`src/rtl/core/crg_pkg.sv`:
```
// Shared types and constants for the CMWC random word generator.
// Used by crg_ctrl, crg_datapath and the top level; depends on nothing.
`default_nettype none

package crg_pkg;

	localparam logic        OP_SEED = 1'b0;
	localparam logic        OP_DRAW = 1'b1;

	localparam int          WORD_W  = 32;
	localparam int          CARRY_W = 19;
	localparam int          MULT_W  = 15;
	localparam int          PROD_W  = WORD_W + MULT_W;

	localparam logic [WORD_W-1:0]  GOLDEN_STEP     = 32'h9e37_79b9;
	localparam logic [WORD_W-1:0]  GOLDEN_TWICE    = 32'h3c6e_f372;
	localparam logic [WORD_W-1:0]  COMPLEMENT_BASE = 32'hffff_fffe;
	localparam logic [CARRY_W-1:0] CARRY_RESET     = 19'd362436;
	localparam logic [MULT_W-1:0]  MULTIPLIER      = 15'd18782;

	typedef enum logic [2:0] {
		ST_IDLE,
		ST_SEED,
		ST_DRAW_MUL,
		ST_DRAW_WR
	} crg_state_t;

	typedef struct packed {
		logic seed_load;
		logic seed_write;
		logic draw_issue;
		logic draw_mul;
		logic draw_write;
	} crg_cmd_t;

	typedef struct packed {
		logic seed_last;
	} crg_sts_t;

endpackage

`default_nettype wire

```
`src/rtl/core/crg_ctrl.sv`:
```
// Controller state machine of the CMWC generator: sequences the seed sweep
// and the three-step draw. Uses crg_pkg; drives crg_datapath by command struct.
`default_nettype none

module crg_ctrl (
	input  wire              clk,
	input  wire              arst_n,
	input  wire              start,
	input  wire              opcode,
	input  crg_pkg::crg_sts_t sts,
	output logic             busy,
	output crg_pkg::crg_cmd_t cmd
);

	crg_pkg::crg_state_t state_q, state_d;
	logic                accept;

	assign accept = start && !busy;

	always_ff @(posedge clk or negedge arst_n) begin
		if (!arst_n) begin
			state_q <= crg_pkg::ST_IDLE;
		end else begin
			state_q <= state_d;
		end
	end

	always_comb begin
		state_d = state_q;
		cmd     = '0;
		busy    = 1'b1;
		case (state_q)
			crg_pkg::ST_IDLE: begin
				busy = 1'b0;
				if (accept) begin
					if (opcode == crg_pkg::OP_SEED) begin
						cmd.seed_load = 1'b1;
						state_d       = crg_pkg::ST_SEED;
					end else begin
						cmd.draw_issue = 1'b1;
						state_d        = crg_pkg::ST_DRAW_MUL;
					end
				end
			end
			crg_pkg::ST_SEED: begin
				cmd.seed_write = 1'b1;
				if (sts.seed_last) begin
					state_d = crg_pkg::ST_IDLE;
				end
			end
			crg_pkg::ST_DRAW_MUL: begin
				cmd.draw_mul = 1'b1;
				state_d      = crg_pkg::ST_DRAW_WR;
			end
			crg_pkg::ST_DRAW_WR: begin
				cmd.draw_write = 1'b1;
				state_d        = crg_pkg::ST_IDLE;
			end
			default: begin
				state_d = crg_pkg::ST_IDLE;
			end
		endcase
	end

`ifndef SYNTH
	a_draw_writes: assert property (@(posedge clk) disable iff (!arst_n)
		(accept && opcode == crg_pkg::OP_DRAW) |=> ##1 cmd.draw_write)
		else $error("draw did not reach write-back two cycles after accept");
	a_seed_ends: assert property (@(posedge clk) disable iff (!arst_n)
		(state_q == crg_pkg::ST_SEED && sts.seed_last) |=> (state_q == crg_pkg::ST_IDLE))
		else $error("seed sweep did not end after the last entry");
	a_one_cmd: assert property (@(posedge clk) disable iff (!arst_n)
		$onehot0({cmd.seed_load, cmd.seed_write, cmd.draw_issue, cmd.draw_mul,
			cmd.draw_write}))
		else $error("more than one datapath command at once");
`endif

endmodule

`default_nettype wire

```
`config.mk`:
```
export PLATFORM = sky130hd
export DESIGN_NAME = crg_ctrl
export DESIGN_NICKNAME = d
export VERILOG_FILES = /design/src/rtl/core/crg_pkg.sv /design/src/rtl/core/crg_ctrl.sv
export SDC_FILE = /design/constraint.sdc
export NUM_CORES = 1
export LEC_CHECK = 0
export BUFFER_PORTS_ARGS = -buffer_cell sky130_fd_sc_hd__buf_4
export CORE_AREA = 2 2 39 41
export CTS_CLUSTER_SIZE = 24
export DETAILED_ROUTE_END_ITERATION = 8
export DIE_AREA = 0 0 41 43
export GPL_ROUTABILITY_DRIVEN = 0
export GPL_TIMING_DRIVEN = 1
export PLACE_DENSITY = 0.39
export SYNTH_ARGS = -nofsm -noshare
export SYNTH_HDL_FRONTEND = slang
export SYNTH_SLANG_ARGS = --single-unit
```
`constraint.sdc`:
```
create_clock -name clk -period 1.19 [get_ports clk]
set_input_delay 0.119 -clock clk [delete_from_list [all_inputs] [get_ports clk]]
set_output_delay 0.119 -clock clk [all_outputs]
set_load 0.03 [all_outputs]
```
* Word-level counts from Yosys, hierarchy flattened
Index checks and enable logic that the tools add are counted.
** Storage, ports and cells
- Logic and storage cells :: 23
- Register bits :: 3
** Cells by class
- Equality and inequality tests :: 5
- Reduce and logical (&&, ||, !) cells :: 3
- Multiplexer cells :: 14
** Operator list (number)
- 1-bit 2-to-1 mux :: 10
- 3-bit case mux with 3 select lines :: 1
- 3-bit by 2-bit == test with 1-bit output, second input constant :: 2
- 3-bit 2-to-1 mux :: 2
- 2-bit != test, second input constant :: 2
- 3-bit by 1-bit == test with 1-bit output, second input constant :: 1
- 3-bit logical NOT :: 1
- 2-bit 2-to-1 mux :: 1
- 2-bit AND reduction :: 1
- 1-bit logical AND :: 1

* Depth between registers and ports, before layout
- Depth in word-level cells :: 4
- Mapped depth :: 3

* Worst setup path before layout
No wires, ideal clock.
- Path type :: reg2out
- From :: register state_q[0]
- To :: output cmd[4] (netlist bit)
- Data arrival time :: 1129 ps
- Path slack :: -58 ps
- Cell stages (with the launch flop) :: 4
- Path buffers :: 0
- Cells stage by stage :: dfrtp_1 > nor2_2 > inv_2 > nor3b_2
** RTL lines
- from (decl) :: line crg_ctrl.sv:15 : crg_pkg::crg_state_t state_q, state_d;
- from (signal assigned) :: line crg_ctrl.sv:22 : state_q <= crg_pkg::ST_IDLE;
- from (signal assigned) :: line crg_ctrl.sv:24 : state_q <= state_d;
- to (decl) :: line crg_ctrl.sv:12 : output crg_pkg::crg_cmd_t cmd

==> results by group <==
STA
  • Final hold violation count: 0
  • Fmax: 795.3 MHz
  • Total Neg Setup Slack: -0.1253 ns
  • RSZ-0062 raised after global routing: yes
  • Worst Skew: ~0.0055 ns
  • Final setup viols: 5
  • Max-slew headroom: about 90%
  • Actual slew at the worst max-slew pin: approximately 0.15 ns
  • Fin crit share: 105.7%
  • Time the worst path needs with I/O delays and setup: around 1.3 ns
  • Number of pins exceeding their max-slew limit in the final report: 0
  • Final hold slack: around 0.17 ns
  • Worst Setup Slack, final: -0.06746 ns

GRT
  • Vias in the first global route: around 170
  • First-pass GRT wire length: approximately 750 µm
  • Initial antenna violation count: 0
  • Remaining global-route overflow: 0
  • Global router's overall resource usage: 7.028%
  • Pin count of the biggest net entering global routing: 6

Cells and area
  • Post-synthesis to final-layout area growth: 166.0%
  • Post-route cell area: 342.8 µm²
  • Flip-flop count of the largest register, all copies and words added: 2
  • Count of non-filler cells in the finished layout: 51
  • Leading cell types in the layout, fill and taps excluded: buf_4, buf_6, clkbuf_4
  • Share of cells above drive strength 1: ~74%
  • Utilization after layout: 24.77%
  • Most common cell after layout, fill and taps aside: buf_4
  • Final Net Count: 42
  • Register name with the most flops: state_q
  • Fill cell count: 157
  • Ant diodes: 0
  • Largest regs: state_q x2

Detailed routing
  • Iteration count of the initial detailed-routing pass: 4
  • Post-route DRC: 0
  • Detail Route Antenna Nets: 0
  • WL per Instance: ~9.5 µm
  • Total number of vias: ~180
  • Total Routed Length: around 490 µm
  • Iter 0 DRT Violations: 3
  • Vias per cell: approximately 3.6

Setup path
  • End of the worst register-to-register path: state_q[0]
  • Cell with the largest stage delay on the worst path: dfrtp_1
  • Crit path DAT: 1.14 ns
  • Element type at the critical path start: register
  • Reg2reg path depth: 6
  • Critical-path cell list: nor2_4, inv_2, nor3b_4, buf_6
  • Largest stage delay on the critical path: approximately 0.39 ns
  • Capturing element type of the critical path: output pin
  • Setup slack on the worst flop-to-flop path: roughly 0.08 ns
  • Worst setup path class: reg -> out
  • Required time at the endpoint of the critical path: 1.07 ns
  • Max Fanout on Critical Path: 3
  • Critical register-to-register path startpoint: state_q[1]

Clock tree
  • TritonCTS clock tree: yes
  • Root buffer selected by CTS: clkbuf_4
  • Clock slew at the register clock pins of the worst setup and hold paths: roughly 0.030 ns
  • Number of buffers inserted during clock tree synthesis: 3
  • CTS max path bufs: 2
  • Sink Count: 2
  • Clock network latency to the later pin of the worst-skew pair: approximately 0.23 ns
  • H-tree levels: 1

Floorplanning
  • Number of top-level pins: 11
  • Die extent in x: 41 µm
  • Core Area: between 1000 and 1500 µm²
  • Std cell rows: 14
  • Starting density of the core: a little under a tenth
  • Die Area: ~1800 µm²
  • DIE HEIGHT: 43 µm

Worst hold path
  • Worst Hold Path Cells: 3
  • Worst hold-check path type: in -> reg
  • Start point of the worst hold path: sts
  • Hold Path Sink: state_q[0]

Yosys
  • Count of yosys warnings during synthesis: 0
  • Area of the mapped netlist: between 100 and 150 µm²
  • FF+latch count, synth: 2
  • Top cells by area, synth: dfrtp_1, nor3b_2, a21oi_1
  • Mapped Nets: 19
  • Post-Syn Area per Cell: about 9.2 µm²
  • Sequential cell area fraction in the yosys report: a little under 40%
  • Area share of the largest cell type after synthesis: 38.83%
  • Most area-hungry cell type in the Yosys netlist: dfrtp_1
  • Number of cells produced by synthesis: 14
  • Synth cell types: 12

Placed design
  • # port buffers: 10
  • Post-placement worst setup slack: roughly 0.12 ns
  • DP Area: roughly 250 µm²
  • Detailed-placement wirelength estimate: 325 µm
  • Cell Count Post-Placement: between 40 and 50

Pwr
  • Overall power: roughly 1 mW
  • Total power density per cell area: between 2000 and 3000 nW/µm²
  • Largest vdd supply drop: between 1 and 1.5 mV
  • Static Leak: around 0.17 nW

Status
  • Failing checks: setup timing
  • Status: finished, violations left

Job
  • Number of max-cap violations: 0
how the worst max path moves through the flow:
| stage | slack (ns) | start | to | cells after the start |
|---|---|---|---|---|
| after floorplan | 0.04 | state_q[0] | cmd[4] | 3 |
| after global placement | 0.13 | state_q[0] | cmd[4] | 4 |
| after detailed placement | 0.12 | state_q[0] | cmd[4] | 4 |
| after CTS | -0.1 | state_q[1] | cmd[4] | 4 |
| after global routing | -0.14 | state_q[0] | cmd[4] | 4 |
| final | -0.07 | state_q[0] | cmd[4] | 4 |
power by group:
part / internal (mW) / total (mW) / switching [mW]
Clock: 0.111 / 0.153 / 0.0410
Combinational: 0.367 / 0.699 / 0.332
Sequential: 0.0990 / 0.128 / 0.0291
Total: 0.577 / 0.980 / 0.402
cell usage after synthesis:
| cell type | instances |
|---|---|
| o21a_1 | 1 |
| and2_2 | 1 |
| nor3b_2 | 1 |
| and3_1 | 1 |
| nand2b_1 | 1 |
| and2b_2 | 1 |
| inv_2 | 1 |
| a21oi_1 | 2 |
| dfrtp_1 | 2 |
| nor2b_1 | 1 |
| nor2_2 | 1 |
| nor2_1 | 1 |
logic make-up (layout without fill, tap and decap cells):
kind of cell / count (synthesis) / after routing / share of synthesized area (%)
AO/OA/AOI/OAI: 3 / 3 / 13.59
buffers and inverters: 1 / 22 / 2.910
flip-flops: 2 / 2 / 38.84
AND/OR/NAND/NOR: 8 / 8 / 44.67
worst max-delay path: cells and delay by family, from the launching register on:
family / cells / cell delay, ns
flops: 1 / 0.39
simple gates: 2 / 0.31
buf+inv: 2 / 0.21
routing by layer:
layer	part of all wire, %	wire [µm]	track usage (%)	vias up
li1	-	-	-	88
met1	41	199	9.003	85
met2	45	220	8.125	11
met3	13	65	5.236	0
met4	0	0	4.000	0
met5	0	0	0	-
final cells by class:
class                   instances  area (µm²)  area share [%]
clock buffers                   3       22.52           6.569
flip-flops and latches          2       50.05           14.60
well taps                      16       20.02           5.839
repair buffers                 18       156.4           45.62
inverters                       1       3.754           1.095
multi-input cells              11       90.09           26.28
timing repair:
| item | CTS | global route |
|---|---|---|
| endpoints found under the hold margin | 2 | 0 |
| pin swaps | 2 | 1 |
| hold buffers | 1 | 0 |
| gates resized for setup | 5 | 2 |
| setup endpoints to repair | 4 | 7 |
| setup buffers | 5 | 0 |
| gates cloned | 0 | 0 |
(Power assumes the default switching activity.)
